===== src/mtsc_pkg.sv =====
`timescale 1ns / 1ps
// ----------------------------------------------------------------------------
// mtsc_pkg
// shared widths, unit status type and curve table helpers
// ----------------------------------------------------------------------------
package mtsc_pkg;

  localparam int TIME_BITS_DEF   = 48;
  localparam int CURVE_DEPTH_DEF = 64;

  // beat field widths
  localparam int MOTION_W = 24;
  localparam int WHEEL_W  = 16;
  localparam int STAMP_W  = 48;
  localparam int BYTE_W   = 8;

  // shared unit sizes
  localparam int DIV_NUM_W = 56;
  localparam int DIV_DEN_W = 32;
  localparam int SQRT_RAD_W = 64;

  typedef struct packed {
    logic busy;
    logic done;
  } mtsc_unit_stat_t;

  // floor square root, elaboration use only
  function automatic logic [63:0] isqrt64(input logic [63:0] v);
    logic [63:0] res;
    logic [63:0] b;
    logic [63:0] r;
    res = '0;
    b   = 64'h4000_0000_0000_0000;
    r   = v;
    for (int k = 0; k < 32; k++) begin
      if (r >= res + b) begin
        r   = r - (res + b);
        res = (res >> 1) + b;
      end else begin
        res = res >> 1;
      end
      b = b >> 2;
    end
    return res;
  endfunction

  // q^1.25 in q16, q given in q16
  function automatic logic [16:0] curve_of_q(input logic [63:0] q);
    logic [63:0] t;
    logic [63:0] p;
    t = isqrt64(isqrt64(q << 16) << 16);
    p = q * t;
    return p[32:16];
  endfunction

endpackage


===== src/mtsc_div.sv =====
`timescale 1ns / 1ps
// ----------------------------------------------------------------------------
// mtsc_div
// restoring unsigned divider, one quotient bit per cycle
// ----------------------------------------------------------------------------
module mtsc_div #(
  parameter int NUM_W = 56,
  parameter int DEN_W = 32
) (
  input  logic                      clk,
  input  logic                      rst,
  input  logic                      start,
  input  logic [NUM_W-1:0]          num,
  input  logic [DEN_W-1:0]          den,
  output logic [NUM_W-1:0]          quot,
  output mtsc_pkg::mtsc_unit_stat_t stat
);
  import mtsc_pkg::*;

  localparam int CW = $clog2(NUM_W);

  logic [NUM_W-1:0] work;
  logic [DEN_W:0]   rem;
  logic [DEN_W-1:0] den_r;
  logic [CW-1:0]    cnt;
  logic             busy;
  logic             done;
  logic [DEN_W:0]   rem_sh;
  logic             ge;

  always_comb begin
    rem_sh = {rem[DEN_W-1:0], work[NUM_W-1]};
    ge     = rem_sh >= {1'b0, den_r};
  end

  always_ff @(posedge clk) begin
    if (rst) begin
      busy <= 1'b0;
      done <= 1'b0;
      cnt  <= '0;
    end else begin
      done <= 1'b0;
      if (start) begin
        busy <= 1'b1;
        cnt  <= '0;
      end else if (busy) begin
        cnt <= cnt + 1'b1;
        if (cnt == CW'(NUM_W - 1)) begin
          busy <= 1'b0;
          done <= 1'b1;
        end
      end
    end
  end

  always_ff @(posedge clk) begin
    if (start) begin
      work  <= num;
      rem   <= '0;
      den_r <= den;
    end else if (busy) begin
      work <= {work[NUM_W-2:0], ge};
      rem  <= ge ? rem_sh - {1'b0, den_r} : rem_sh;
    end
  end

  assign quot      = work;
  assign stat.busy = busy;
  assign stat.done = done;

endmodule


===== config.mk =====
export PLATFORM = sky130hd
export DESIGN_NAME = mtsc_div
export DESIGN_NICKNAME = d
export VERILOG_FILES = /design/src/mtsc_pkg.sv /design/src/mtsc_div.sv
export SDC_FILE = /design/constraint.sdc
export NUM_CORES = 1
export LEC_CHECK = 0
export ABC_AREA = 1
export BUFFER_PORTS_ARGS = -buffer_cell sky130_fd_sc_hd__clkbuf_2
export CAP_MARGIN = 30
export CORE_MARGIN = 2
export CORE_UTILIZATION = 40
export CTS_CLUSTER_DIAMETER = 100
export CTS_CLUSTER_SIZE = 20
export DETAILED_ROUTE_END_ITERATION = 10
export PLACE_DENSITY_LB_ADDON = 0.05
export SLEW_MARGIN = 20
export SYNTH_ARGS = -nofsm -noshare
export SYNTH_HDL_FRONTEND = slang
export SYNTH_SLANG_ARGS = --single-unit

===== constraint.sdc =====
create_clock -name clk -period 3.6 [get_ports clk]
set_input_delay 0.18 -clock clk [delete_from_list [all_inputs] [get_ports clk]]
set_output_delay 0.18 -clock clk [all_outputs]
set_load 0.02 [all_outputs]

==> After elaboration in Yosys (flattened, before gate mapping) <==
Cells that the tools add are included.
{ "op_classes": {"n_eq_ne": 1, "magnitude_cmp": 1, "add_sub_neg": 2, "muxes": 7, "bitwise_logic": 1, "reduce_logical": 3} }
{ "op_table": {"columns": ["op", "count"], "rows": [
  ["56-bit 2-to-1 mux", 2],
  ["33-bit by 32-bit >= comparator with 1-bit output", 1],
  ["32-bit 2-to-1 mux", 1],
  ["32-bit subtractor", 1],
  ["6-bit by 1-bit adder with 6-bit output, second input constant", 1],
  ["6-bit == test, second input constant", 1],
  ["1-bit 2-to-1 mux", 4],
  ["3-bit OR reduction", 1],
  ["2-bit nonzero test", 1],
  ["2-bit OR reduction", 1],
  ["1-bit inverter", 1]
]} }
{ "totals": {"inputBits": 91, "output_inout_bits": 58, "ff_bits": 128} }

==> Longest topological paths before layout <==
Gate-level depths: netlist of run 1.
{ "logic_depth": {"ltp_word": 4, "ltp_mapped": 17, "depth_no_buf": 16} }

==> Worst setup path after synthesis of run 1 <==
OpenSTA, ideal clock, no wires.
{ "synth_timing": {"path_kind": "reg2reg", "start": "register busy", "end": "register work[0] (netlist: quot[0]), enable pin", "n_path_buf": 1, "path_slack_ps": 838, "path_stages_with_launch": 4, "setup_time_ps": 443, "t_arrival_ps": 2319, "path_cell_list": "dfxtp_1 nor2_1 inv_1 clkbuf_1"} }
{ "synth_via": {"elab_chain_cells": 1} }
{ "synth_lines": {"columns": ["element", "line_no", "text"], "rows": [
  ["from (decl)", "mtsc_div.sv:26", "logic busy;"],
  ["from (signal assigned)", "mtsc_div.sv:38", "busy <= 1'b0;"],
  ["from (signal assigned)", "mtsc_div.sv:44", "busy <= 1'b1;"],
  ["from (signal assigned)", "mtsc_div.sv:49", "busy <= 1'b0;"],
  ["2-bit nonzero test (no source line)", null, null],
  ["to (signal assigned)", "mtsc_div.sv:58", "work <= num;"],
  ["to (signal assigned)", "mtsc_div.sv:62", "work <= {work[NUM_W-2:0], ge};"],
  ["to (decl)", "mtsc_div.sv:22", "logic [NUM_W-1:0] work;"]
]} }
No other way between the ends.
A chain may end at the register's enable or synchronous reset.

==> Worst setup path in the final report of run 1 <==
{ "layout_timing": {"start": "register den_r[19]", "end": "register rem[8]"} }
{ "layout_via": {"elab_chain_cells": 2} }
{ "layout_lines": {"columns": ["element", "line_no", "text"], "rows": [
  ["from (decl)", "mtsc_div.sv:24", "logic [DEN_W-1:0] den_r;"],
  ["from (signal assigned)", "mtsc_div.sv:60", "den_r <= den;"],
  ["33-bit by 32-bit >= comparator with 1-bit output", "mtsc_div.sv:33", "ge = rem_sh >= {1'b0, den_r};"],
  ["32-bit 2-to-1 mux", "mtsc_div.sv:63", "rem <= ge ? rem_sh - {1'b0, den_r} : rem_sh;"],
  ["to (signal assigned)", "mtsc_div.sv:63", null],
  ["to (decl)", "mtsc_div.sv:23", "logic [DEN_W:0] rem;"]
]} }
No other way between the ends.

==> out/metrics.csv, run 1 <==
stage;metric;value;unit
outcome;status;finished, final reports clean;
clock_network;TritonCTS clock tree;built;
worst_setup_path;crit start category;register;
clock_network;H-tree depth;4;
clock_network;CTS clk-pin slew, worst paths;0.07;ns
clock_network;Sinks on Clock Net;128;
layout;diode count;0;
logic_synthesis;cell count after synthesis;1091;
sta;fin crit period;2.535;ns
clock_network;Clk Latency, worst-skew pair;0.43;ns
logic_synthesis;Mapped Nets;1216;
layout;Finished Layout Cells;1558;
drt;drt via density;4.564;
global_route;largest net degree at the start of global routing;68;
layout;share of post-route cells with drive strength above 1;17.17;%
die;standard-cell rows;51;
logic_synthesis;Synth Warn #;0;
power_and_ir_drop;maximum vdd drop;295.8;uV
sta;setup violators final;0;
place;dpl cells;1484;
worst_setup_path;Crit path top cell by count;nand2_1;
die;Die W;144.4;um
run;max-cap viol count;0;
logic_synthesis;Post-Syn Area;0.007883;sq mm
place;Post-Place Cell Area;0.008870;sq mm
global_route;number of global-route vias before repair;6987;
layout;Area growth syn-to-layout;25.10;%
sta;worst-margin pin slew;0.9120;ns
sta;RSZ-0062 raised after global routing;no;
drt;DRC viols;0;
power_and_ir_drop;Leakage Power;5.239;nW
sta;Final Hold Violating Endpoints;0;
logic_synthesis;Avg Inst Size Synth;7.225;sq um
worst_setup_path;Worst path slowest cell;nor2_4;
logic_synthesis;#FFs+latches synth;128;
logic_synthesis;sequential area share after synthesis;43.68;%
worst_setup_path;Buf/Inv on CP;2;
layout;most frequent cells in the layout;nand2_1 (476), inv_1 (171), clkbuf_2 (147);
worst_setup_path;Max FO, Critical Path;32;
die;Die ar.;0.02085;sq mm
sta;f_max;0.3945;GHz
worst_setup_path;data arrival time of the critical path;2.88;ns
sta;max-slew violation count;0;
drt;drt first-iter violations;330;
sta;Fin Setup TNS;0;ns
worst_setup_path;crit-path max cell delay;0.40;ns
logic_synthesis;Netlist cell types;37;
die;Die Height;144.4;um
layout;Layout fillers;2038;
worst_setup_path;Crit path required time;3.95;ns
worst_hold_path;HP Class;in -> reg;
drt;DRT antenna net count;0;
worst_setup_path;critical-path cell list;inv_1, ha_1, nand2_2, inv_2, nand2_1, nand2_1, nand2_1, nand2_1, nand2_1, nand2_1, nor2_4, nand2_4, nand2_1, nand3_1, o21ai_1;
worst_setup_path;crit-path leading delay family;simple AND/OR/NAND/NOR gates;
place;Final HPWL DP;15440;um
drt;vias after detailed routing;7111;
drt;post-DR wirelength/cell;13.49;um
global_route;GRT Residual Overflow;0;
layout;most common cell after layout, fill and taps aside;nand2_1;
die;core area;0.01940;sq mm
die;Ports;149;
place;IO Port Bufs;148;
global_route;GRT Overall Usage;21.34;%
global_route;initial antenna violation count;0;
place;Final GP Congestion;0.9379;
power_and_ir_drop;Power Density;405.8;mW/mm^2
sta;WHS;0.01340;ns
worst_setup_path;critical path endpoint category;register;
clock_network;CTS max path bufs;2;
layout;Net count, final;1405;
sta;relative slew slack;39.20;%
worst_setup_path;Crit Path Category;reg -> reg;
layout;fin area;0.009861;sq mm
sta;skew final;0.01295;ns
clock_network;Root Driver;clkbuf_16;
drt;routed wire length;21010;um
global_route;global-route wire length before repair;34500;um
sta;Final Cycle Share;70.41;%
die;Initial Util;40.63;%
drt;DRT Pass-1 Iters;5;
clock_network;CTS buffer count;17;
-- sequential cells by signal (all words and copies together) (netlist names) --
name	count
busy	1
quot	56
den_r	32
rem	32
cnt	6
done	1
-- cell families (layout without fill, tap and decap cells) --
group	after synthesis	in the layout	synth area share, %
AO/OA/AOI/OAI	49	49	3.444
buffers and inverters	210	412	10.62
adder cells (fa/ha/maj)	34	34	5.492
AND/OR/NAND/NOR	656	656	35.21
XOR/XNOR	14	14	1.556
flip-flops	128	128	43.68
-- power breakdown --
part	switching, mW	total, mW	leakage (nW)	internal, mW
Clock	0.746	1.72	0.278	0.970
Combinational	0.343	0.544	3.75	0.201
Sequential	0.0488	1.74	1.21	1.69
-- Yosys cell counts, drive strengths merged --
cell type	number	area, sq um
a21oi	26	133.9
a31oi	2	12.51
and2	4	25.02
and3	2	12.51
buf	17	112.6
clkbuf	12	45.04
clkinv	3	11.26
dfxtp	40	800.8
edfxtp	88	2643
fa	1	20.02
ha	33	412.9
inv	178	668.1
nand2	487	1866
nand3	81	430.4
nand3b	16	120.1
nand4	8	50.05
nor2	48	215.2
nor3	9	50.05
nor4	1	6.260
o211ai	1	7.510
o21a	3	22.52
o21ai	13	65.06
o21bai	4	30.03
xnor2	13	113.9
xor2	1	8.760
-- layout make-up --
class,instances,area [sq um],area share [%]
inverter,181,679.4,6.890
sequential,128,3443,34.92
tap,265,331.6,3.363
multi-input combinational,753,3605,36.56
timing repair buffer,199,1231,12.49
clock inverter,15,145.1,1.472
clock buffer,17,425.4,4.314
-- per-stage QoR --
| stage | power [mW] | util [%] | setup slack [ns] |
|---|---|---|---|
| 6_report | 4.001 | 50.83 | 1.065 |
| 5_1_grt | 4.178 | 50.83 | 0.8410 |
| 4_1_cts | 4.054 | 50.83 | 1.029 |
| 3_5_place_dp | 2.286 | 45.72 | 1.052 |
| 3_3_place_gp | 2.286 | 45.72 | 1.105 |
| 2_1_floorplan | 2.088 | - | 0.8375 |
-- routing by layer --
metal / vias to the layer above / wire length, um / global-route usage, %
li1: 3786 / - / -
met1: 3132 / 9878 / 27.88
met2: 172 / 9673 / 34.95
met3: 21 / 1138 / 5.265
met4: 0 / 323 / 6.643
met5: - / 0 / 0
-- tightest hold or removal path, cell delays in order --
cell and delay (ns):
clkbuf_2 0.07, nand2_1 0.04, nand2_1 0.05
-- final timing paths --
check / startpoint / end / slack [ns] / cells past startpoint
setup reg to reg: den_r[19] / rem[8] / 1.07 / 15
hold / removal: num[37] / quot[37] / 0.01 / 3
setup / recovery: den_r[19] / rem[8] / 1.07 / 15
hold reg to reg: rem[17] / rem[17] / 0.47 / 2
-- repair_timing --
item | 4_1_cts | 5_1_grt
setup buffers | 0 | 0
hold buffers | 42 | 0
hold endpoints to repair | 42 | 0
resized for setup | 0 | 0
endpoints found under the setup margin | 0 | 0
(Power assumes the default switching activity.)
==> run 2: changes to the inputs <==
==> constraint.sdc (replaced) <==
create_clock -name clk -period 2.2 [get_ports clk]
set_input_delay 0.11 -clock clk [delete_from_list [all_inputs] [get_ports clk]]
set_output_delay 0.11 -clock clk [all_outputs]
set_load 0.02 [all_outputs]
==> run 2 against run 1 <==
Fmax increased by 22%. Sequential power increased by 64%. Count of clock-buffer cells in the layout unchanged. Non-clock buffer count increased by 78.
==> out/metrics.csv, run 2 (same netlist as run 1, synthesis figures left out) <==
stage;metric;value;unit;change
outcome;status;finished, final reports clean;;
sta;skew final;0.01524;ns;+0.002287 ns
global_route;GRT Overall Usage;22.08;%;+0.74 points
place;dpl ws;-0.1069;ns;-1.159 ns
place;IO Port Bufs;148;;unchanged
power_and_ir_drop;Sw Pwr;1.876;mW;+65%
worst_setup_path;reg2reg path depth;16;;+1
place;Final HPWL DP;16270;um;+5.3%
power_and_ir_drop;power share of the sequential group;42.1;%;-1.4 points
worst_setup_path;Max FO, Critical Path;6;;-81%
worst_setup_path;Crit path required time;2.53;ns;-1.42 ns
sta;Final Cycle Share;94.35;%;+24 points
die;Die Height;144.4;um;unchanged
drt;routed wire length;22850;um;+8.7%
power_and_ir_drop;maximum vdd drop;475.0;uV;+61%
power_and_ir_drop;Int Pwr;4.898;mW;+71%
drt;drt via density;4.573;;+0.19%
power_and_ir_drop;Comb pwr share;15.6;%;+2.0 points
power_and_ir_drop;Leakage Power;5.659;nW;+8.0%
layout;share of post-route cells with drive strength above 1;22.98;%;+5.8 points
worst_setup_path;Worst R2R Start;den_r[22];;
clock_network;TritonCTS clock tree;built;;
worst_hold_path;HP Class;in -> reg;;
sta;relative slew slack;71.18;%;+32 points
worst_setup_path;data arrival time of the critical path;2.40;ns;-0.48 ns
drt;DRT antenna net count;0;;unchanged
drt;DRT Pass-1 Iters;7;;+2
sta;WHS;0.06669;ns;+0.05329 ns
layout;diode count;0;;unchanged
drt;vias after detailed routing;7481;;+5.2%
run;max-cap viol count;0;;unchanged
worst_setup_path;RR Endpoint;rem[28];;
die;Ports;149;;unchanged
die;core area;0.01940;sq mm;unchanged
layout;max reg flops;56;;unchanged
sta;RSZ-0062 raised after global routing;yes;;
global_route;largest net degree at the start of global routing;70;;+2.9%
worst_setup_path;critical-path cell list;inv_2, ha_4, nand2_1, nand2_1, a21oi_2, nand2_2, nand2_1, nand2_2, nor2_4, buf_6, buf_6, nand3_1, nand2_1, inv_2, nand2_1, nand2_1;;
layout;Net count, final;1483;;+5.6%
worst_setup_path;crit-path max cell delay;0.38;ns;-0.02 ns
sta;worst-margin pin slew;0.4324;ns;-0.4796 ns
global_route;global-route wire length before repair;35690;um;+3.4%
clock_network;Clk Latency, worst-skew pair;0.43;ns;about the same
layout;Layout fillers;1887;;-7.4%
clock_network;CTS max path bufs;2;;unchanged
die;Initial Util;40.63;%;unchanged
sta;setup violators final;0;;unchanged
global_route;initial antenna violation count;0;;unchanged
layout;most common cell after layout, fill and taps aside;nand2_1;;
worst_setup_path;Worst path slowest cell;edfxtp_1;;
worst_setup_path;Crit path top cell by count;nand2_1;;
worst_hold_path;Endpoint, Worst Hold;quot[0];;
layout;multi-input logic area;0.004005;sq mm;+11%
clock_network;H-tree depth;4;;unchanged
drt;post-DR wirelength/cell;13.97;um;+3.5%
place;Final GP Congestion;0.9927;;+5.8%
drt;drt first-iter violations;395;;+20%
global_route;number of global-route vias before repair;7217;;+3.3%
sta;final worst slack;0.1243;ns;-0.9411 ns
layout;Reg area;0.003443;sq mm;unchanged
worst_setup_path;critical path endpoint category;register;;
clock_network;Root Driver;clkbuf_16;;
clock_network;CTS clk-pin slew, worst paths;0.07;ns;about the same
layout;most frequent cells in the layout;nand2_1 (454), inv_1 (167), clkbuf_2 (147);;
clock_network;CTS buffer count;17;;unchanged
power_and_ir_drop;Clk pwr share;42.3;%;-0.6 points
die;Die ar.;0.02085;sq mm;unchanged
worst_hold_path;hold path start;num[0];;
sta;max-slew violation count;0;;unchanged
place;dpl cells;1510;;+1.8%
worst_setup_path;crit start category;register;;
layout;Area growth syn-to-layout;40.51;%;
sta;f_max;0.4818;GHz;+22%
sta;fin crit period;2.076;ns;-0.4589 ns
worst_hold_path;Min-Delay Path Depth;3;;unchanged
worst_setup_path;reg2reg setup slack;0.12;ns;-0.94 ns
sta;Final Hold Violating Endpoints;0;;unchanged
layout;Layout Utilization;57.09;%;+6.3 points
power_and_ir_drop;total power;6.775;mW;+69%
global_route;GRT Residual Overflow;0;;unchanged
die;Die W;144.4;um;unchanged
drt;DRC viols;0;;unchanged
worst_setup_path;Crit Path Category;reg -> reg;;
clock_network;Sinks on Clock Net;128;;unchanged
power_and_ir_drop;sw frac;27.70;%;-0.74 points
power_and_ir_drop;Power Density;611.7;mW/mm^2;+51%
layout;Finished Layout Cells;1636;;+5.0%
die;standard-cell rows;51;;unchanged
run 2: cell types whose count changed in the layout (fill, tap and decap cells not counted), moves of 21 or more:
cell,change
dlygate4sd3_1,+46
ha_1,-23
nand2_1,-22
buf_4,+21
ha_4,+21
nand2_2,+21
run 2: worst max path at each step:
| stage | start | endpoint | slack (ns) | cells after the start |
|---|---|---|---|---|
| finish | den_r[22] | rem[28] | 0.12 | 16 |
| global route | den_r[18] | rem[28] | -0.02 | 18 |
| CTS | quot[55] | rem[18] | 0.009 | 15 |
| detailed placement | den_r[16] | rem[24] | -0.11 | 14 |
| global placement | den_r[16] | rem[24] | -0.07 | 14 |
| floorplan | quot[55] | rem[24] | 0.17 | 15 |
run 2: critical path: cells and delay by family (launching register included):
kind            cells  cell delay, ns
compound gates      1            0.18
fa+ha+maj           1            0.21
buf+inv             4            0.38
flops               1            0.38
simple gates       10            0.80
run 2: layer usage:
| layer | part of all wire, % | track usage [%] | routed length [um] |
|---|---|---|---|
| met1 | 46 | 28.58 | 10450 |
| met2 | 48 | 37.42 | 10880 |
| met3 | 4.7 | 4.603 | 1084 |
| met4 | 1.9 | 6.234 | 433 |
| met5 | 0 | 0 | 0 |
run 2: repair_timing:
action	4_1_cts	5_1_grt
hold endpoints to repair	88	0
hold buffers	88	0
resized for setup	5	80
buffers inserted	0	5
cloned	0	1
pin swaps	0	9
endpoints found under the setup margin	33	33
run 2: area by class of cell:
| class | count | area share [%] |
|---|---|---|
| Clock buffer | 17 | 3.841 |
| Clock inverter | 15 | 1.412 |
| Inverter | 181 | 6.134 |
| Multi-Input combinational cell | 753 | 36.16 |
| Sequential cell | 128 | 31.09 |
| Tap cell | 265 | 2.994 |
| Timing Repair Buffer | 277 | 18.37 |
run 2: power groups by stage:
| stage | Sequential, mW | Combinational, mW | Clock [mW] |
|---|---|---|---|
| after floorplan | 3.02 | 0.394 | 0 |
| after global placement | 2.90 | 0.866 | 0 |
| after detailed placement | 2.90 | 0.871 | 0 |
| after CTS | 2.85 | 0.996 | 2.92 |
| after global routing | 2.87 | 1.17 | 3.03 |
| final | 2.85 | 1.06 | 2.86 |
run 2: stage by stage:
stage / setup TNS (ns) / cell area, sq um
3_3_place_gp: -1.048 / 9133
3_5_place_dp: -2.340 / 9133
6_report: 0 / 11080
2_1_floorplan: 0 / 7884
4_1_cts: 0 / 10610
5_1_grt: -0.08047 / 11080
