$ cat config.mk
export PLATFORM = sky130hd
export DESIGN_NAME = mtsc_sqrt
export DESIGN_NICKNAME = d
export VERILOG_FILES = /design/src/mtsc_pkg.sv /design/src/mtsc_sqrt.sv
export SDC_FILE = /design/constraint.sdc
export NUM_CORES = 1
export LEC_CHECK = 0
export BUFFER_PORTS_ARGS = -buffer_cell sky130_fd_sc_hd__buf_2
export CAP_MARGIN = 40
export CELL_PAD_IN_SITES_DETAIL_PLACEMENT = 1
export CELL_PAD_IN_SITES_GLOBAL_PLACEMENT = 2
export CORE_MARGIN = 3
export CORE_UTILIZATION = 37
export DETAILED_ROUTE_END_ITERATION = 10
export GPL_TIMING_DRIVEN = 0
export PLACE_DENSITY_LB_ADDON = 0.1
export SKIP_LAST_GASP = 1
export SYNTH_ARGS = -nofsm -noshare
export SYNTH_HDL_FRONTEND = slang
export SYNTH_SLANG_ARGS = --single-unit
$ cat constraint.sdc
create_clock -name clk -period 3.1 [get_ports clk]
set_input_delay 0.62 -clock clk [delete_from_list [all_inputs] [get_ports clk]]
set_output_delay 0.62 -clock clk [all_outputs]
set_load 0.01 [all_outputs]
$ cat src/mtsc_pkg.sv
`timescale 1ns / 1ps
// ----------------------------------------------------------------------------
// mtsc_pkg
// shared widths, unit status type and curve table helpers
// ----------------------------------------------------------------------------
package mtsc_pkg;

  localparam int TIME_BITS_DEF   = 48;
  localparam int CURVE_DEPTH_DEF = 64;

  // beat field widths
  localparam int MOTION_W = 24;
  localparam int WHEEL_W  = 16;
  localparam int STAMP_W  = 48;
  localparam int BYTE_W   = 8;

  // shared unit sizes
  localparam int DIV_NUM_W = 56;
  localparam int DIV_DEN_W = 32;
  localparam int SQRT_RAD_W = 64;

  typedef struct packed {
    logic busy;
    logic done;
  } mtsc_unit_stat_t;

  // floor square root, elaboration use only
  function automatic logic [63:0] isqrt64(input logic [63:0] v);
    logic [63:0] res;
    logic [63:0] b;
    logic [63:0] r;
    res = '0;
    b   = 64'h4000_0000_0000_0000;
    r   = v;
    for (int k = 0; k < 32; k++) begin
      if (r >= res + b) begin
        r   = r - (res + b);
        res = (res >> 1) + b;
      end else begin
        res = res >> 1;
      end
      b = b >> 2;
    end
    return res;
  endfunction

  // q^1.25 in q16, q given in q16
  function automatic logic [16:0] curve_of_q(input logic [63:0] q);
    logic [63:0] t;
    logic [63:0] p;
    t = isqrt64(isqrt64(q << 16) << 16);
    p = q * t;
    return p[32:16];
  endfunction

endpackage

$ cat src/mtsc_sqrt.sv
`timescale 1ns / 1ps
// ----------------------------------------------------------------------------
// mtsc_sqrt
// restoring floor square root, one root bit per cycle
// ----------------------------------------------------------------------------
module mtsc_sqrt #(
  parameter int RAD_W = 64
) (
  input  logic                      clk,
  input  logic                      rst,
  input  logic                      start,
  input  logic [RAD_W-1:0]          rad,
  output logic [RAD_W/2-1:0]        root,
  output mtsc_pkg::mtsc_unit_stat_t stat
);
  import mtsc_pkg::*;

  localparam int ROOT_W = RAD_W / 2;
  localparam int REM_W  = ROOT_W + 3;
  localparam int CW     = $clog2(ROOT_W);

  logic [RAD_W-1:0]  work;
  logic [REM_W-1:0]  rem;
  logic [ROOT_W-1:0] res;
  logic [CW-1:0]     cnt;
  logic              busy;
  logic              done;
  logic [REM_W-1:0]  rem_sh;
  logic [REM_W-1:0]  trial;
  logic              ge;

  always_comb begin
    rem_sh = {rem[REM_W-3:0], work[RAD_W-1:RAD_W-2]};
    trial  = {1'b0, res, 2'b01};
    ge     = rem_sh >= trial;
  end

  always_ff @(posedge clk) begin
    if (rst) begin
      busy <= 1'b0;
      done <= 1'b0;
      cnt  <= '0;
    end else begin
      done <= 1'b0;
      if (start) begin
        busy <= 1'b1;
        cnt  <= '0;
      end else if (busy) begin
        cnt <= cnt + 1'b1;
        if (cnt == CW'(ROOT_W - 1)) begin
          busy <= 1'b0;
          done <= 1'b1;
        end
      end
    end
  end

  always_ff @(posedge clk) begin
    if (start) begin
      work <= rad;
      rem  <= '0;
      res  <= '0;
    end else if (busy) begin
      work <= {work[RAD_W-3:0], 2'b00};
      rem  <= ge ? rem_sh - trial : rem_sh;
      res  <= {res[ROOT_W-2:0], ge};
    end
  end

  assign root      = res;
  assign stat.busy = busy;
  assign stat.done = done;

endmodule

Word-level counts from Yosys, hierarchy flattened
Cells that the tools add are included.
{"block": "classes", "n_addsub": 2, "n_lt_le_gt_ge": 1, "eq_ne": 1, "n_mux": 7, "bitwise": 1, "n_reduce_logical": 3}
{"cell": "$mux 64", "count": 2}
{"cell": "$ge 35x34->1", "count": 1}
{"cell": "$mux 33", "count": 1}
{"cell": "$sub 33x33->33", "count": 1}
{"cell": "$add 5x1->5 const B", "count": 1}
{"cell": "$eq 5x5->1 const B", "count": 1}
{"cell": "$mux 1", "count": 4}
{"cell": "$reduce_or 3->1", "count": 1}
{"cell": "$reduce_bool 2->1", "count": 1}
{"cell": "$reduce_or 2->1", "count": 1}
{"cell": "$not 1->1", "count": 1}
{"block": "totals", "reg_bits": 136, "in_bits": 67, "output_inout_bits": 34, "word_cells": 21}

Depth between registers and ports, before layout
Gate-level depths: netlist of run 1.
{"block": "depth", "ltp_word": 4, "ltp_mapped": 13, "depth_no_buf": 10}

Worst setup path after synthesis of run 1
Ideal clock, no wire load.
{"block": "synth_timing", "path_kind": "input to register", "startpoint": "input port start", "endpoint": "register rem[30]", "setup_time_ns": 0.133, "t_arrival_ns": 2.614, "t_required_ns": 2.967, "setup_slack_ns": 0.353, "stages": 5, "path_buffers": 1, "path_cell_list": "clkbuf_1 -> nor2_1 -> inv_1 -> o32a_1 -> o31ai_1"}
{"element": "from (decl)", "line": "mtsc_sqrt.sv:11", "source": "input logic start,"}
{"element": "to (signal assigned)", "line": "mtsc_sqrt.sv:65", "source": "rem <= ge ? rem_sh - trial : rem_sh;"}
{"element": "to (decl)", "line": "mtsc_sqrt.sv:23", "source": "logic [REM_W-1:0] rem;"}

Final worst setup path of run 1
{"block": "layout_timing", "startpoint": "register res[8], in the netlist root[8]", "endpoint": "register rem[29]"}
{"block": "layout_via", "elab_chain_cells": 2, "word_cells_on_any_way": 3, "classes_between": "1 x add/sub; 1 x order compare; 1 x mux"}
{"element": "from (decl)", "line": "mtsc_sqrt.sv:24", "source": "logic [ROOT_W-1:0] res;"}
{"element": "from (signal assigned)", "line": "mtsc_sqrt.sv:66", "source": "res <= {res[ROOT_W-2:0], ge};"}
{"element": "$sub 33x33->33 / $ge 35x34->1 (equally long branches)", "line": "mtsc_sqrt.sv:65, mtsc_sqrt.sv:35"}
{"element": "$mux 33 (*)", "line": "mtsc_sqrt.sv:65"}
Every way passes the cells marked *; elsewhere a longest branch is shown, timed or not.
A chain may end at the register's enable or synchronous reset.

==> impl_results.md, run 1 <==
- Clk_skew: 0.01034 ns
- Netlist cell types: 75
- Largest area contributor in the netlist: edfxtp_1
- H-tree depth: 4
- Leakage power figure: 3.792 nW
- Crit share post-route: 0.9510
- Drt drc: 0
- Number of synthesized flops with an enable pin: 64
- Vias in the first global route: 6519
- Dpl hpwl: 16.63 mm
- CTS tree: yes
- FILL cells: 2293
- Final Hold Viols: 0
- DP Area: 8606 sq um
- PwrDens: 1072 nW/um^2
- Fin. max-slew vios: 0
- Max_slew headroom: 0.4631
- Starting Density: 0.3801
- Endpoint type of the worst setup path: flip-flop
- Die width: 150.6 microns
- Commonest cells in the synthesized netlist: nor2_1 (89), dfxtp_1 (72), edfxtp_1 (64), mux2_2 (62), nand2_1 (56)
- Seq cells post-synth: 136
- Post-Layout Cell Count: 1163
- I/O Buffers: 99
- Overall Power: 9.942 mW
- Root Buffer: clkbuf_16
- DR iter-0 viols: 209
- Die area: 22690 sq um
- Clock Path Buffers: 2
- CTS hold repair buffers: 0
- TritonRoute pass-1 iters: 4
- DP Worst Slack: 0.04100 ns
- Vias: 6105
- Synthesized area per cell: 10.21 sq um
- Row count: 52
- Post-synth top flop: dfxtp_1
- Worst hold slack: 0.3654 ns
- Layout cells sized above 1: 0.2889
- Global-route wire length before repair: 35.31 mm
- Critical Path Fanout Max: 5
- Setup ws final: 0.1519 ns
- Syn Inst Count: 758
- Critical path type: reg -> reg
- Vias/cell: 5.249
- I/O Pins: 101
- Final WL: 22.00 mm
- Synth warnings: 0
- Area contributors post-synth: edfxtp_1 (25%), dfxtp_1 (19%), mux2_2 (9.0%), mux2i_1 (6.7%), ha_1 (5.8%)
- MaxCap Viol Count: 0
- Placer Congestion: 0.8799
- Placed Cells: 1129
- Share of the synthesized area in the top cell type: 0.2483
- Antenna cells: 0
- Overflow after GRT: 0
- FMAX: 339.2 MHz
- Maximum VDD drop: 0.5054 mV
- Final setup viols: 0
- WP data required: 3.43 ns
- Outcome: finished, final reports clean
- Gr usage total: 0.2002
- Worst-Skew Late Latency: 0.43 ns
- Worst Max-Slew Pin Slew: 0.8054 ns
- Fin area: 9276 sq um
- Clock sinks: 136
- Reg clk slew, reported paths: 0.07 ns
- CP Launch Type: flip-flop
- Routed len/inst: 18.92 microns
- Pin count of the biggest net entering global routing: 44
- Mapped cell area: 7741 sq um
- Worst hold path class: in -> reg
- Core area: 20360 sq um
- Top-count cell post-synth: nor2_1
- DRT antenna net count: 0
- Final Critical Period: 2.948 ns
- Sequential share of the synthesized area: 0.4345
- # nets final: 983
- Initial antenna violation count: 0
- Area Overhead vs Synth: 19.83%
- Asr flop ratio synth: 0
- Cts bufs inserted: 17
- Die height: 150.6 microns
- CP Data Arrival Time: 3.28 ns
- Syn_nets: 861
[layout by cell type (no fill, tap or decap), drive strengths merged, types with 8 or more instances in the layout]
cell type  count
ha            36
edfxtp        64
a21o           8
o31ai          9
dfxtp         72
nand3         11
a211oi        21
a21oi         38
nor2          90
inv           53
nand2         57
clkbuf        40
o21ai         28
nor3           9
mux2i         52
xnor2         14
buf          123
mux2          63
xor2          15
[layer usage]
metal,vias to the layer above,global-route usage,wire length (microns)
li1,2973,-,-
met1,2983,0.2702,10240
met2,130,0.3261,10210
met3,19,0.04365,1275
met4,0,0.05304,270
met5,-,0,0
[sequential cells by signal, indices dropped and copies added, names as in the netlist]
register,count
busy,1
cnt,5
done,1
rem,33
root,32
work,64
[worst max-delay path, cell delays in order, from the launching register on]
cell and delay (ns):
dfxtp_1 0.36, inv_1 0.08, ha_1 0.38, and4_2 0.30, and4_1 0.23, o311ai_2 0.16, a2111oi_2 0.40, buf_4 0.18
o221ai_1 0.19, xnor2_1 0.23, nand2_1 0.09, a311oi_2 0.25
[power breakdown]
group	internal, mW	switching [mW]
combinational	2.35	3.28
sequential	2.14	0.170
clock	1.07	0.935
total	5.56	4.38
[logic make-up (layout without fill, tap and decap cells)]
family                   after synthesis  count (layout)  synth area share
AO/OA/AOI/OAI                        147             147            0.1400
XOR/XNOR                              29              29           0.03281
adder cells (fa/ha/maj)               36              36           0.05819
buffers and inverters                 86             221           0.05140
flip-flops                           136             136            0.4345
multiplexers                         115             115            0.1594
AND/OR/NAND/NOR                      209             209            0.1238
[per-stage QoR]
step | utilization | setup TNS, ns
2_1_floorplan | - | 0
3_3_place_gp | 0.4210 | -24.65
3_5_place_dp | 0.4226 | 0
4_1_cts | 0.4511 | 0
5_1_grt | 0.4555 | -0.01444
6_report | 0.4555 | 0
[layout make-up]
class,count,area [sq um],share of cell area
clock inverters,15,151.4,0.01632
well taps,270,337.8,0.03642
flip-flops and latches,136,3368,0.3631
clock buffers,17,425.4,0.04586
repair buffers,103,541.8,0.05840
multi-input cells,536,4049,0.4365
plain buffers,43,241.5,0.02603
inverters,43,161.4,0.01740
[path summary, 6_finish.rpt]
path	slack, ns	cells past startpoint	startpoint	to
worst min register to register	0.48	2	rem[0]$_SDFFE_PP0P_	rem[0]$_SDFFE_PP0P_
worst max register to register	0.15	11	root[8]$_SDFFE_PP0P_	rem[29]$_SDFFE_PP0P_
worst min-delay path	0.37	2	rst	busy$_SDFF_PP0_
worst max-delay path	0.15	11	root[8]$_SDFFE_PP0P_	rem[29]$_SDFFE_PP0P_
[what timing repair did]
item / CTS / global route
setup endpoints to repair: 1 / 28
gates resized for setup: 1 / 23
cloned: 0 / 0
pin swaps: 0 / 4
buffers inserted: 0 / 2
No activity file was read; power rests on OpenSTA's default activity.
==> run 2: changes to the inputs <==
--- a/config.mk
+++ b/config.mk
@@ -15,6 +15,7 @@
 export GPL_TIMING_DRIVEN = 0
 export PLACE_DENSITY_LB_ADDON = 0.1
 export SKIP_LAST_GASP = 1
+export SLEW_MARGIN = 20
 export SYNTH_ARGS = -nofsm -noshare
 export SYNTH_HDL_FRONTEND = slang
 export SYNTH_SLANG_ARGS = --single-unit
==> constraint.sdc (replaced) <==
create_clock -name clk -period 3.1 [get_ports clk]
set_input_delay 0.155 -clock clk [delete_from_list [all_inputs] [get_ports clk]]
set_output_delay 0.155 -clock clk [all_outputs]
set_load 0.01 [all_outputs]
==> run 2 against run 1 <==
Effect of this change: wire length increased by 1.4%; maximum frequency grew 0.35%; clock power about the same; critical path depth unchanged; non-clock buffer count increased by 4; core utilization grew 0.24 points; clock-buffer cell count did not move; clock skew grew 0.00089 ns; sequential share of layout area is 0.22 points lower; register-to-register slack barely moved; worst setup slack gained 0.010 ns; largest power group unchanged; highest routed layer unchanged.
==> impl_results.md, run 2 (synthesized netlist as in run 1, its figures left out) <==
- Largest Register: work
- Clk_skew: 0.01123 ns (+0.0008881 ns)
- Drt drc: 0 (unchanged)
- Layout cells sized above 1: 0.2843 (-0.004633)
- Unrepaired setup endpoints after global routing: true
- FMAX: 340.4 MHz (+0.35%)
- Clock Power Share: 0.200 (-0.002)
- Setup tns final: 0 ns (unchanged)
- Reg clk slew, reported paths: 0.07 ns (about the same)
- Critical Path Fanout Max: 7 (+2)
- FILL cells: 2273 (-0.87%)
- Flop pwr share: 0.227 (-0.005)
- Pin count of the biggest net entering global routing: 65 (+48%)
- Antenna cells: 0 (unchanged)
- Overflow after GRT: 0 (unchanged)
- FF/Latch Area: 3366 sq um (about the same)
- Maximum VDD drop: 0.4578 mV (-9.4%)
- Endpoint type of the worst setup path: flip-flop
- Overall Power: 10.17 mW (+2.3%)
- Root Buffer: clkbuf_16
- # nets final: 987 (+0.41%)
- Area Overhead vs Synth: 20.46%
- CP Data Arrival Time: 3.27 ns (about the same)
- Final Hold Viols: 0 (unchanged)
- I/O Pins: 101 (unchanged)
- Initial antenna violation count: 0 (unchanged)
- Starting Density: 0.3801 (unchanged)
- PwrDens: 1091 nW/um^2 (+1.8%)
- Die height: 150.6 microns (unchanged)
- Clock Path Buffers: 2 (unchanged)
- Row count: 52 (unchanged)
- Die area: 22690 sq um (unchanged)
- Critical path type: reg -> reg
- Worst Max-Slew Pin Slew: 0.9022 ns (+0.09684 ns)
- Most frequent cells in the layout: buf_2 (101), nor2_1 (89), dfxtp_1 (70)
- Placed Cells: 1129 (unchanged)
- Final Critical Period: 2.938 ns (-0.01021 ns)
- TritonRoute pass-1 iters: 5 (+1)
- Post-layout util: 0.4579 (+0.002396)
- I/O Buffers: 99 (unchanged)
- DP Worst Slack: -0.002228 ns (-0.04323 ns)
- Fin. max-slew vios: 0 (unchanged)
- Clock sinks: 136 (unchanged)
- Worst hold path class: in -> reg
- Vias: 6195 (+1.5%)
- Routed len/inst: 19.11 microns (+1.0%)
- Net Sw Frac: 0.4364 (-0.004518)
- Dpl hpwl: 16.64 mm (about the same)
- Number of flip-flops under the largest register name: 64 (unchanged)
- Outcome: finished, final reports clean
- Placer Congestion: 0.8799 (unchanged)
- Multi-input logic area: 4040 sq um (-0.22%)
- Gr usage total: 0.2020 (+0.001793)
- Final setup viols: 0 (unchanged)
- MaxCap Viol Count: 0 (unchanged)
- Cts bufs inserted: 17 (unchanged)
- DR iter-0 viols: 274 (+31%)
- Vias/cell: 5.308 (+1.1%)
- P_int: 5.735 mW (+3.2%)
- Commonest non-fill, non-tap cell in the layout: buf_2
- H-tree depth: 4 (unchanged)
- Worst-Skew Late Latency: 0.43 ns (about the same)
- Comb power frac: 0.573 (+0.007)
- CTS tree: yes
- CP Launch Type: flip-flop
- Setup ws final: 0.1621 ns (+0.01021 ns)
- Die width: 150.6 microns (unchanged)
- Net Switching: 4.440 mW (+1.3%)
- WP data required: 3.43 ns (about the same)
- Vias in the first global route: 6492 (-0.41%)
- Max_slew headroom: 0.3985 (-0.06456)
- Core area: 20360 sq um (unchanged)
- Post-Layout Cell Count: 1167 (+0.34%)
- Crit share post-route: 0.9477 (-0.003295)
- Leakage power figure: 3.822 nW (+0.81%)
- Final WL: 22.31 mm (+1.4%)
- DRT antenna net count: 0 (unchanged)
- Global-route wire length before repair: 35.54 mm (+0.63%)
## run 2: cell types whose count changed in the layout (fill, tap and decap cells not counted), moves of 2 or more
cell / change
o21ai_1: +2
ha_1: +2
inv_8: +2
dfxtp_1: +2
dfxtp_2: -2
ha_2: -2
inv_6: -2
buf_4: +2
o21ai_0: -2
## run 2: layout make-up
class / count / area share
multi-input cells: 536 / 0.4332
plain buffers: 43 / 0.02590
repair buffers: 107 / 0.06373
clock buffers: 17 / 0.04562
clock inverters: 15 / 0.01677
inverters: 43 / 0.01758
flip-flops and latches: 136 / 0.3609
well taps: 270 / 0.03623
## run 2: metal layers
layer  GRT usage  vias up  share of wire
li1            -     2984              -
met1      0.2734     3053           0.47
met2      0.3254      134           0.46
met3     0.05057       24          0.056
met4     0.04896        0          0.014
met5           0        -              0
## run 2: repair_timing
item                                   4_1_cts  5_1_grt
endpoints found under the hold margin        1        0
pin swaps                                    1        3
resized for setup                            1       19
hold buffers                                 1        0
setup buffers                                0        5
setup endpoints to repair                    2       28
## run 2: worst paths after layout
check	end	start	slack, ns	depth (start not counted)
hold reg to reg	rem[31]$_SDFFE_PP0P_	rem[31]$_SDFFE_PP0P_	0.47	1
setup / recovery	rem[29]$_SDFFE_PP0P_	root[10]$_SDFFE_PP0P_	0.16	11
setup reg to reg	rem[29]$_SDFFE_PP0P_	root[10]$_SDFFE_PP0P_	0.16	11
hold / removal	work[50]$_DFFE_PP_	rad[50]	0.02	2
## run 2: per-stage QoR
step	hold WS [ns]	area [sq um]
after floorplan	0.2274	7741
after global placement	0.3267	8574
after detailed placement	0.3386	8616
after CTS	0.004471	9211
after global routing	0.007179	9325
final	0.02415	9325
## run 2: power by group through the flow
stage                     combinational, mW  sequential, mW  clock [mW]
after floorplan                        4.09            2.28           0
after global placement                 5.28            2.34           0
after detailed placement               5.38            2.35           0
after CTS                              5.42            2.31        2.08
after global routing                   6.33            2.34        2.18
final                                  5.83            2.31        2.03
## run 2: worst max-delay path, cell delays in order, from the launching register on
cell	delay, ns
dfxtp_1	0.38
inv_1	0.07
ha_1	0.43
o21ai_1	0.15
a211oi_2	0.35
a211oi_2	0.15
a2111oi_2	0.39
buf_4	0.19
o221ai_1	0.18
xnor2_1	0.22
nand2_1	0.09
a311oi_2	0.26
==> run 3: changes to the inputs <==
--- a/config.mk
+++ b/config.mk
@@ -10,10 +10,12 @@
 export CELL_PAD_IN_SITES_DETAIL_PLACEMENT = 1
 export CELL_PAD_IN_SITES_GLOBAL_PLACEMENT = 2
 export CORE_MARGIN = 3
-export CORE_UTILIZATION = 37
+export CORE_UTILIZATION = 39
+export CTS_BUF_LIST = sky130_fd_sc_hd__clkbuf_8
 export DETAILED_ROUTE_END_ITERATION = 10
 export GPL_TIMING_DRIVEN = 0
 export PLACE_DENSITY_LB_ADDON = 0.1
+export SETUP_SLACK_MARGIN = 0.02
 export SKIP_LAST_GASP = 1
 export SLEW_MARGIN = 20
 export SYNTH_ARGS = -nofsm -noshare
==> constraint.sdc (replaced) <==
create_clock -name clk -period 3.1 [get_ports clk]
set_input_delay 0.62 -clock clk [delete_from_list [all_inputs] [get_ports clk]]
set_output_delay 0.62 -clock clk [all_outputs]
set_load 0.01 [all_outputs]
==> run 3 against run 2 <==
Effect of this change: combinational power fell by 6.3%; sequential power barely moved; flip-flop and latch count did not move; non-clock buffer count fell by 6; via count fell by 1.2%; clock power fell by 29%; final cell count fell by 1.4%; register-to-register slack improved by 0.03 ns; maximum frequency rose by 1.1%; worst hold slack improved by 0.33 ns; worst setup slack improved by 0.032 ns; clock skew rose by 0.0019 ns; largest cell class unchanged; largest power group unchanged; highest routed layer is now met5.
==> impl_results.md, run 3 (synthesized netlist as in run 1, its figures left out) <==
- Row count: 50 (-3.8%)
- Max_slew headroom: 0.4985 (+0.09996)
- Vias/cell: 5.316 (+0.15%)
- TritonRoute pass-1 iters: 5 (unchanged)
- Die height: 146.9 microns (-2.5%)
- I/O Pins: 101 (unchanged)
- Pin count of the biggest net entering global routing: 65 (unchanged)
- Die width: 146.9 microns (-2.5%)
- Clk_skew: 0.01308 ns (+0.001856 ns)
- Worst hold path class: in -> reg
- Root Buffer: clkbuf_8
- Gr usage total: 0.2003 (-0.001670)
- Critical-path cell list: inv_1, ha_1, a2111oi_1, a21oi_2, o21ai_4, nand4_4, and2_4, a2111oi_2, o31ai_2
- CP Data Arrival Time: 3.23 ns (-0.04 ns)
- Slowest CP cell: a2111oi_1
- Post-layout util: 0.4732 (+0.01527)
- Crit share post-route: 0.9374 (-0.01031)
- Final Critical Period: 2.906 ns (-0.03196 ns)
- DRT antenna net count: 0 (unchanged)
- WP data required: 3.43 ns (about the same)
- H-tree depth: 4 (unchanged)
- Leakage power figure: 3.689 nW (-3.5%)
- Placed Cells: 1118 (-0.97%)
- Commonest non-fill, non-tap cell in the layout: buf_2
- DR iter-0 viols: 236 (-14%)
- Dpl hpwl: 16.22 mm (-2.5%)
- # nets final: 981 (-0.61%)
- Largest Register: work
- Routed len/inst: 18.51 microns (-3.2%)
- Clock sinks: 136 (unchanged)
- Drt drc: 0 (unchanged)
- Vias in the first global route: 6517 (+0.39%)
- Antenna cells: 0 (unchanged)
- Final WL: 21.30 mm (-4.5%)
- Vias: 6119 (-1.2%)
- Hold Path Depth: 2 (unchanged)
- Reg2reg path depth: 9 (-2)
- Final setup viols: 0 (unchanged)
- Endpoint type of the worst setup path: flip-flop
- FMAX: 344.1 MHz (+1.1%)
- Outcome: finished, final reports clean
- Unrepaired setup endpoints after global routing: true
- Cts bufs inserted: 17 (unchanged)
- Post-Layout Cell Count: 1151 (-1.4%)
- Initial antenna violation count: 1 (+1)
- Layout cells sized above 1: 0.2772 (-0.007064)
- Number of flip-flops under the largest register name: 64 (unchanged)
- Worst hold slack: 0.3537 ns (+0.3295 ns)
- Fin. max-slew vios: 0 (unchanged)
- Clock Path Buffers: 2 (unchanged)
- Max incr delay on CP: 0.61 ns (+0.18 ns)
- CP Launch Type: flip-flop
- Critical path type: reg -> reg
- Starting Density: 0.4057 (+0.02557)
- MaxCap Viol Count: 0 (unchanged)
- Placer Congestion: 0.8410 (-4.4%)
- Most frequent cells in the layout: buf_2 (101), nor2_1 (88), dfxtp_1 (71)
- Worst-Skew Late Latency: 0.45 ns (+0.02 ns)
- Area Overhead vs Synth: 16.63%
- Core area: 19080 sq um (-6.3%)
- Setup tns final: 0 ns (unchanged)
- Overflow after GRT: 0 (unchanged)
- Global-route wire length before repair: 34.56 mm (-2.8%)
- PwrDens: 1019 nW/um^2 (-6.6%)
- Worst Max-Slew Pin Slew: 0.7523 ns (-0.1499 ns)
- Reg clk slew, reported paths: 0.10 ns (+0.03 ns)
- Die area: 21580 sq um (-4.9%)
- CTS tree: yes
- Maximum VDD drop: 0.4527 mV (-1.1%)
- I/O Buffers: 99 (unchanged)
- Final Hold Viols: 0 (unchanged)
- Critical Path Fanout Max: 6 (-1)
-- run 3: repair_timing --
item,CTS,global route
hold buffers,0,0
resized for setup,0,12
buffers inserted,0,1
setup endpoints to repair,0,27
-- run 3: power by group --
part           switching [mW]  internal (mW)  total, mW
sequential              0.157           2.14       2.29
combinational            3.16           2.30       5.46
clock                   0.842          0.603       1.45
-- run 3: worst max-delay path: cells and delay by family, from the launching register on --
family | cells | cell delay, ns
adders and majority gates | 1 | 0.38
DFF | 1 | 0.38
buffers and inverters | 1 | 0.06
AOI/OAI and AO/OA | 5 | 1.53
and+or+nand+nor | 2 | 0.43
-- run 3: area by class of cell --
class | instances | area (sq um)
Buffer | 42 | 237.7
Clock buffer | 17 | 234.0
Fill cell | 2162 | 10050
Sequential cell | 136 | 3364
Timing Repair Buffer | 102 | 541.8
Multi-Input combinational cell | 536 | 4008
Tap cell | 260 | 325.3
Inverter | 43 | 163.9
Clock inverter | 15 | 153.9
-- run 3: worst paths after layout --
path | slack [ns] | start | end
setup / recovery | 0.19 | root[3]$_SDFFE_PP0P_ | rem[26]$_SDFFE_PP0P_
hold reg to reg | 0.48 | rem[0]$_SDFFE_PP0P_ | rem[0]$_SDFFE_PP0P_
hold / removal | 0.35 | rst | busy$_SDFF_PP0_
setup reg to reg | 0.19 | root[3]$_SDFFE_PP0P_ | rem[26]$_SDFFE_PP0P_
-- run 3: routing by layer --
metal / routed length (microns) / track usage / share of wire / up-vias
met5: 13 / 0 / 0.00061 / -
met4: 352 / 0.06303 / 0.017 / 2
met3: 1132 / 0.05275 / 0.053 / 26
met2: 10080 / 0.3323 / 0.47 / 116
met1: 9721 / 0.2559 / 0.46 / 3007
li1: - / - / - / 2968
-- run 3: through the flow --
step / setup slack [ns] / instance area, sq um / power, mW
2_1_floorplan: 0.3535 / 7741 / 6.364
3_3_place_gp: -0.6004 / 8562 / 7.565
3_5_place_dp: -0.04233 / 8592 / 7.657
4_1_cts: 0.1060 / 8980 / 9.161
5_1_grt: 0.01806 / 9029 / 9.844
6_report: 0.1941 / 9029 / 9.201
